[config.mk]
export PLATFORM = sky130hd
export DESIGN_NAME = tkds_cell
export DESIGN_NICKNAME = d
export VERILOG_FILES = /design/src/hw/rtl/tkds_pkg.sv /design/src/hw/rtl/tkds_cell.sv
export SDC_FILE = /design/constraint.sdc
export NUM_CORES = 1
export LEC_CHECK = 0
export BUFFER_PORTS_ARGS = -buffer_cell sky130_fd_sc_hd__buf_2
export CAP_MARGIN = 20
export CORE_AREA = 2 2 590 592
export CTS_CLUSTER_SIZE = 8
export DETAILED_ROUTE_END_ITERATION = 7
export DIE_AREA = 0 0 592 594
export GPL_ROUTABILITY_DRIVEN = 0
export HOLD_SLACK_MARGIN = 0.15
export PLACE_DENSITY = 0.3
export SYNTH_ARGS = -nofsm -noshare
export SYNTH_HDL_FRONTEND = slang
export SYNTH_SLANG_ARGS = --single-unit
[constraint.sdc]
create_clock -name clk_i -period 5.75 [get_ports clk_i]
set_input_delay 1.15 -clock clk_i [delete_from_list [all_inputs] [get_ports clk_i]]
set_output_delay 1.15 -clock clk_i [all_outputs]
set_load 0.005 [all_outputs]
[src/hw/rtl/tkds_pkg.sv]
`timescale 1ns / 1ps

package tkds_pkg;

  localparam int unsigned CAPACITY = 20;
  localparam int unsigned CNT_W    = $clog2(CAPACITY + 1);
  localparam int unsigned RANK_W   = 5;
  localparam int unsigned NAME_W   = 64;
  localparam int unsigned NAME_WORDS = 4;

  localparam logic [1:0] ACT_CLEAR  = 2'd0;
  localparam logic [1:0] ACT_INSERT = 2'd1;
  localparam logic [1:0] ACT_DUMP   = 2'd2;

  typedef logic [NAME_WORDS-1:0][NAME_W-1:0] name_t;

  typedef struct packed {
    name_t              name;
    logic signed [7:0]  strength;
    logic [7:0]         chan;
    logic [31:0]        flags;
  } entry_t;

  typedef enum logic [2:0] {
    CELL_KEEP,
    CELL_NEW,
    CELL_LEFT,
    CELL_RIGHT,
    CELL_HEAD
  } cell_op_e;

  typedef struct packed {
    logic     cmp_en;
    cell_op_e op;
  } cell_ctrl_t;

  // Everything after the first zero byte of a name is forced to zero.
  function automatic name_t canon_name(input name_t raw);
    name_t      res;
    logic       ended;
    logic [7:0] byte_v;
    res   = '0;
    ended = 1'b0;
    for (int w = 0; w < NAME_WORDS; w++) begin
      for (int b = 0; b < 8; b++) begin
        byte_v = raw[w][8*b +: 8];
        if (byte_v == 8'd0) begin
          ended = 1'b1;
        end
        if (!ended) begin
          res[w][8*b +: 8] = byte_v;
        end
      end
    end
    return res;
  endfunction

endpackage

[src/hw/rtl/tkds_cell.sv]
`timescale 1ns / 1ps

module tkds_cell (
  input  logic                clk_i,
  input  logic                rst_ni,
  input  tkds_pkg::cell_ctrl_t ctrl_i,
  input  logic                valid_i,
  input  tkds_pkg::entry_t    new_i,
  input  tkds_pkg::entry_t    left_i,
  input  tkds_pkg::entry_t    right_i,
  input  tkds_pkg::entry_t    head_i,
  output tkds_pkg::entry_t    entry_o,
  output logic                match_o,
  output logic                ge_o
);

  tkds_pkg::entry_t entry_q, entry_d;
  logic match_q, match_d;
  logic ge_q, ge_d;

  always_comb begin
    match_d = match_q;
    ge_d    = ge_q;
    if (ctrl_i.cmp_en) begin
      match_d = valid_i && (entry_q.name == new_i.name);
      ge_d    = valid_i && ($signed(entry_q.strength) >= $signed(new_i.strength));
    end
  end

  always_comb begin
    unique case (ctrl_i.op)
      tkds_pkg::CELL_KEEP:  entry_d = entry_q;
      tkds_pkg::CELL_NEW:   entry_d = new_i;
      tkds_pkg::CELL_LEFT:  entry_d = left_i;
      tkds_pkg::CELL_RIGHT: entry_d = right_i;
      tkds_pkg::CELL_HEAD:  entry_d = head_i;
      default:              entry_d = entry_q;
    endcase
  end

  always_ff @(posedge clk_i or negedge rst_ni) begin
    if (!rst_ni) begin
      match_q <= 1'b0;
      ge_q    <= 1'b0;
    end else begin
      match_q <= match_d;
      ge_q    <= ge_d;
    end
  end

  always_ff @(posedge clk_i) begin
    entry_q <= entry_d;
  end

  assign entry_o = entry_q;
  assign match_o = match_q;
  assign ge_o    = ge_q;

endmodule

==> results.py, run 1 <==
metrics = {
    "outcome": {
        "status": "finished clean",
    },
    "clocking": {
        "cts_tree": "built",
        "htreeDepth": 2,
        "postCtsHoldBufs": 0,
        "clock-sinks": 306,
        "cts_root_buffer": "clkbuf_16",
        "cts_buffers": 56,
        "post_cts_buffers": 0,
        "cts_buffer_depth": 3,
        "clock_latency_ps": 770,
        "cts.clk_slew.worst_paths_ps": 70,
        "cts_resized": 0,
    },
    "floorplan": {
        "num_rows": 216,
        "fp.dieH_um": 594,
        "start_util_pct": 6.37,
        "core-area_mm2": 0.345,
        "ios": 1529,
        "die-area_mm2": 0.352,
        "die_x_um": 592,
    },
    "synth": {
        "synth_edf_count": 304,
        "synth.most_common_cell": "a221oi_1",
        "synth.top_cells.by_count": "a221oi_1, edfxtp_1, nand2_1",
        "synth.avg_cell_area_um2": 9.41,
        "ys.flop_type": "edfxtp_1",
        "synth.area.top_cells": "edfxtp_1, a221oi_1, xor2_1",
        "synthCells": 2338,
        "yosysTopAreaCellShare_pct": 41.5,
        "ys_warn_count": 0,
        "synth_area_leader_cell": "edfxtp_1",
        "synth.cell_area_mm2": 0.0220,
        "yosysUniqueCellTypes": 38,
        "ys_seq_area_share_pct": 41.7,
        "syn-num-nets": 3569,
        "ys_seq_elements": 306,
        "async_flop_share_pct": 0.654,
    },
    "drt": {
        "drtPass1Iterations": 6,
        "wl_per_cell_um": 42.7,
        "routed_wl_um": 367000,
        "ant_nets": 0,
        "num_vias": 31500,
        "viasPerCell": 3.66,
        "drc": 0,
        "drt_iter0_drc": 3589,
    },
    "worst_setup_path": {
        "r2r_end": "match_o$_DFFE_PN0P_",
        "cp-start-kind": "input port",
        "worst_path_most_repeated_cell": "buf_12",
        "r2r-start": "entry_o[293]$_DFFE_PP_",
        "path_cells": "buf_6, inv_8, nor2_4, buf_12, buf_12, a221oi_1, o21ai_0",
        "cp.required_ps": 6210,
        "crit_fanout": 152,
        "slowest_stage": "o21ai_0",
        "ff2ff_setup_slack_ps": 2380,
        "critical_path.max_stage_delay_ps": 740,
        "arrival_ps": 3960,
        "worstSetupPathType": "in -> reg",
        "endpoint_kind": "register",
        "r2r_cells": 7,
        "crit_start": "ctrl_i[1]",
    },
    "sta": {
        "timing_hold_violations_final": 0,
        "holdWs_ps": 348,
        "setup_viol": 0,
        "fmax_ghz": 0.286,
        "slew-limit-headroom_pct": 9.48,
        "tns_ps": 0,
        "finalCritPeriodShare_pct": 60.9,
        "fin_ws_ps": 2250,
        "clock_skew_ps": 36.7,
        "worstMarginPinSlew_ps": 1350,
        "rsz0062_at_grt": "no",
        "period_needed_ps": 3500,
        "drv_slew": 0,
    },
    "finish": {
        "final_cells": 8599,
        "nets": 5011,
        "design_area_mm2": 0.0380,
        "layout-drive-gt1-share_pct": 45.3,
        "utilization_pct": 11.0,
        "synthToLayoutAreaGrowth_pct": 72.7,
    },
    "global_route": {
        "track_usage_pct": 20.0,
        "grt_pass1_wl_um": 431000,
        "grt_max_degree": 151,
        "grt.overflow.total": 0,
        "grt_antenna_before_repair": 473,
        "grt_pass1_vias": 29500,
    },
    "worst_hold_path": {
        "hold_class": "in -> async",
    },
    "run": {
        "maxCapViolCount": 0,
    },
    "pwr": {
        "irDropWorstVdd_uv": 231,
        "powerDensity_mw_per_mm2": 287,
        "power_leakage_nw": 14.7,
        "power_mw": 10.9,
    },
    "placement": {
        "dpl.cell_count": 8298,
        "port_buffers": 1528,
        "post-place-ws_ps": 1380,
        "placedInstanceArea_mm2": 0.0356,
        "hpwl_um": 320000,
    },
}
[metal layers]
layer  GRT usage (%)  part of all wire (%)  routed length, um  vias up
li1                -                     -                  -    12600
met1            23.0                    39             142000    15400
met2            32.9                    46             169000     2473
met3            7.46                   9.8              36000      817
met4            8.80                   5.4              19700      148
met5               0                  0.27               1010        -
[how the worst max path moves through the flow]
stage	endpoint	depth (start not counted)
3_5_place_dp	match_o$_DFFE_PN0P_	8
3_3_place_gp	match_o$_DFFE_PN0P_	8
4_1_cts	match_o$_DFFE_PN0P_	8
6_report	entry_o[72]$_DFFE_PP_	7
5_1_grt	entry_o[72]$_DFFE_PP_	7
2_1_floorplan	entry_o[0]$_DFFE_PP_	5
[cell type report]
class | count | area, um^2
Fill cell | 40100 | 307000
Multi-Input combinational cell | 1694 | 11700
Sequential cell | 306 | 9180
Timing Repair Buffer | 1618 | 8610
Tap cell | 4578 | 5730
Clock buffer | 70 | 1450
Antenna cell | 198 | 495
Inverter | 104 | 405
Clock inverter | 31 | 382
[worst max-delay path, delay by kind of cell]
| family | cells | cell delay (ps) |
|---|---|---|
| compound gates | 2 | 1140 |
| buf+inv | 4 | 1310 |
| simple gates | 1 | 160 |
[cell families after synthesis]
kind of cell               synth area share [%]
AOI/OAI and AO/OA                          36.1
xor gates and xnor gates                   5.89
adders and majority gates                 0.455
buffers and inverters                      5.84
DFF                                        41.7
and+or+nand+nor                            9.92
[sequential cells by signal (all words and copies together), names as in the netlist]
signal / count
entry_o: 304
ge_o: 1
match_o: 1
[report_power, final]
part           switching [mW]  internal [mW]  leakage (nW)  total (mW)
Sequential              0.497           2.92          3.02        3.42
Clock                    1.63           2.10         0.889        3.73
Combinational            2.64           1.13          10.8        3.77
Total                    4.76           6.15          14.7        10.9
[cells in the final DEF, fill, tap and decap left out, types with 6 or more instances in the layout]
master and instances:
o21ai_0 163, xor2_2 6, a221oi_1 512, inv_1 102, a2111oi_0 6, edfxtp_1 304, xnor2_1 30, xor2_1 107
a22oi_1 21, nor4_2 6, buf_4 55, clkbuf_1 14, clkinv_1 10, clkbuf_16 56, nand2b_1 25, nand2_1 238
o2bb2ai_1 11, a221o_1 18, buf_6 10, o22ai_1 34, nor2b_1 90, nand4_1 22, ha_1 8, nor4_1 36
o21ai_1 76, a21o_1 70, o2111ai_1 10, diode_2 198, nor2_1 19, a21oi_1 139, clkinv_2 8, buf_12 15
bufinv_16 7, buf_2 1530, a22o_1 11
Power figures use the tool's default switching activity.
==> run 2, diff against run 1 <==
==> constraint.sdc (replaced) <==
create_clock -name clk_i -period 3.55 [get_ports clk_i]
set_input_delay 0.71 -clock clk_i [delete_from_list [all_inputs] [get_ports clk_i]]
set_output_delay 0.71 -clock clk_i [all_outputs]
set_load 0.005 [all_outputs]
==> results.py, run 2 (synthesized netlist as in run 1, its figures left out) <==
metrics = {
    "outcome": {
        "status": "finished clean",
    },
    "sta": {
        "holdWs_ps": 278,
        "finalCritPeriodShare_pct": 88.4,
        "fin_ws_ps": 410,
        "setup_viol": 0,
        "rsz0062_at_grt": "no",
        "worstMarginPinSlew_ps": 1340,
        "timing_hold_violations_final": 0,
        "drv_slew": 0,
        "fmax_ghz": 0.318,
        "slew-limit-headroom_pct": 10.7,
        "period_needed_ps": 3140,
        "clock_skew_ps": 41.6,
    },
    "drt": {
        "wl_per_cell_um": 42.6,
        "ant_nets": 0,
        "routed_wl_um": 368000,
        "drtPass1Iterations": 8,
        "drc": 0,
        "viasPerCell": 3.63,
        "drt_iter0_drc": 3270,
        "num_vias": 31400,
    },
    "finish": {
        "final_cells": 8636,
        "design_area_mm2": 0.0384,
        "layout_common_cells": "buf_2, a221oi_1, edfxtp_1",
        "layout-drive-gt1-share_pct": 45.7,
        "synthToLayoutAreaGrowth_pct": 74.5,
        "nets": 5061,
        "final_common_cell": "buf_2",
        "largest_register_ffs": 304,
    },
    "worst_setup_path": {
        "slowest_stage": "nor3_2",
        "crit_fanout": 2,
        "path_cells": "buf_4, or2b_1, o2111ai_1, nor3_2, nand4_1, nor4_1, nand3_1, buf_4, o22ai_2",
        "path_delay_family": "simple AND/OR/NAND/NOR gates",
        "cp.required_ps": 4210,
        "endpoint_kind": "register",
        "arrival_ps": 3800,
        "cp-start-kind": "register",
        "worstSetupPathType": "reg -> reg",
        "worst-path-stages": 9,
        "worst_path_most_repeated_cell": "buf_4",
        "critical_path.max_stage_delay_ps": 600,
        "r2r_cells": 9,
        "critical_path_buf_inv_count": 2,
    },
    "placement": {
        "placedInstanceArea_mm2": 0.0362,
        "hpwl_um": 326000,
        "post-place-ws_ps": -343,
        "dpl.cell_count": 8348,
        "port_buffers": 1528,
    },
    "global_route": {
        "grt_antenna_before_repair": 482,
        "grt_pass1_wl_um": 432000,
        "track_usage_pct": 20.1,
        "grt.overflow.total": 0,
        "grt_pass1_vias": 29700,
        "grt_max_degree": 113,
    },
    "pwr": {
        "powerDensity_mw_per_mm2": 448,
        "irDropWorstVdd_uv": 410,
        "power_leakage_nw": 14.9,
    },
    "clocking": {
        "clock_latency_ps": 740,
        "clock-sinks": 306,
        "cts_tree": "built",
        "cts_root_buffer": "clkbuf_16",
        "cts.clk_slew.worst_paths_ps": 60,
        "cts_buffer_depth": 3,
        "htreeDepth": 2,
        "cts_buffers": 55,
    },
    "floorplan": {
        "num_rows": 216,
        "core-area_mm2": 0.345,
        "fp.dieH_um": 594,
        "die_x_um": 592,
        "die-area_mm2": 0.352,
        "start_util_pct": 6.37,
        "ios": 1529,
    },
    "worst_hold_path": {
        "min_path_cells": 2,
        "hold_class": "in -> reg",
    },
    "run": {
        "maxCapViolCount": 0,
    },
}
==> run 2: changes by cell type in the layout (fill, tap and decap cells not counted), moves of 3 or more <==
cell	change
buf_4	+41
buf_12	+18
diode_2	-6
buf_6	-4
clkinv_1	-4
bufinv_16	-3
dlygate4sd3_1	+3
==> run 2: final timing paths <==
kind,startpoint,endpoint,slack (ps)
worst min register to register,match_o$_DFFE_PN0P_,match_o$_DFFE_PN0P_,780
min in group asynchronous,rst_ni,match_o$_DFFE_PN0P_,450
worst min-delay path,new_i[1],entry_o[1]$_DFFE_PP_,280
max in group asynchronous,rst_ni,ge_o$_DFFE_PN0P_,2780
worst max-delay path,entry_o[293]$_DFFE_PP_,match_o$_DFFE_PN0P_,410
worst max register to register,entry_o[293]$_DFFE_PP_,match_o$_DFFE_PN0P_,410
==> run 2: metrics by stage <==
step / utilization [%] / power [mW] / setup TNS [ps]
floorplan: - / 6.78 / -988460
CTS: 11.0 / 17.8 / 0
global placement: 10.4 / 11.9 / -2050
detailed placement: 10.5 / 11.9 / -343
finish: 11.1 / 17.2 / 0
global route: 11.0 / 17.9 / 0
==> run 2: repair_timing <==
action                                 4_1_cts  5_1_grt
gates resized for setup                      1        0
hold buffers                                 3        0
setup endpoints to repair                    1        0
endpoints found under the hold margin        4        0
buffers inserted                             0        0
==> run 2: area by class of cell <==
type,instances,area [um^2]
diodes,192,480
clock buffers,73,1480
clock inverters,20,214
fillers,40100,307000
inverters,104,405
multi-input cells,1694,11700
flip-flops and latches,306,9180
well taps,4578,5730
repair buffers,1669,9180
==> run 2: report_power, final <==
part           switching [mW]  internal [mW]  total [mW]
logic                    4.18           1.91        6.09
registers               0.784           4.73        5.51
clock network            2.43           3.16        5.59
==> run 2: layer usage <==
layer	vias up	track usage (%)	routed length, um
li1	12700	-	-
met1	15200	22.7	141000
met2	2395	33.3	168000
met3	862	7.85	36900
met4	138	8.68	21300
met5	-	0	917
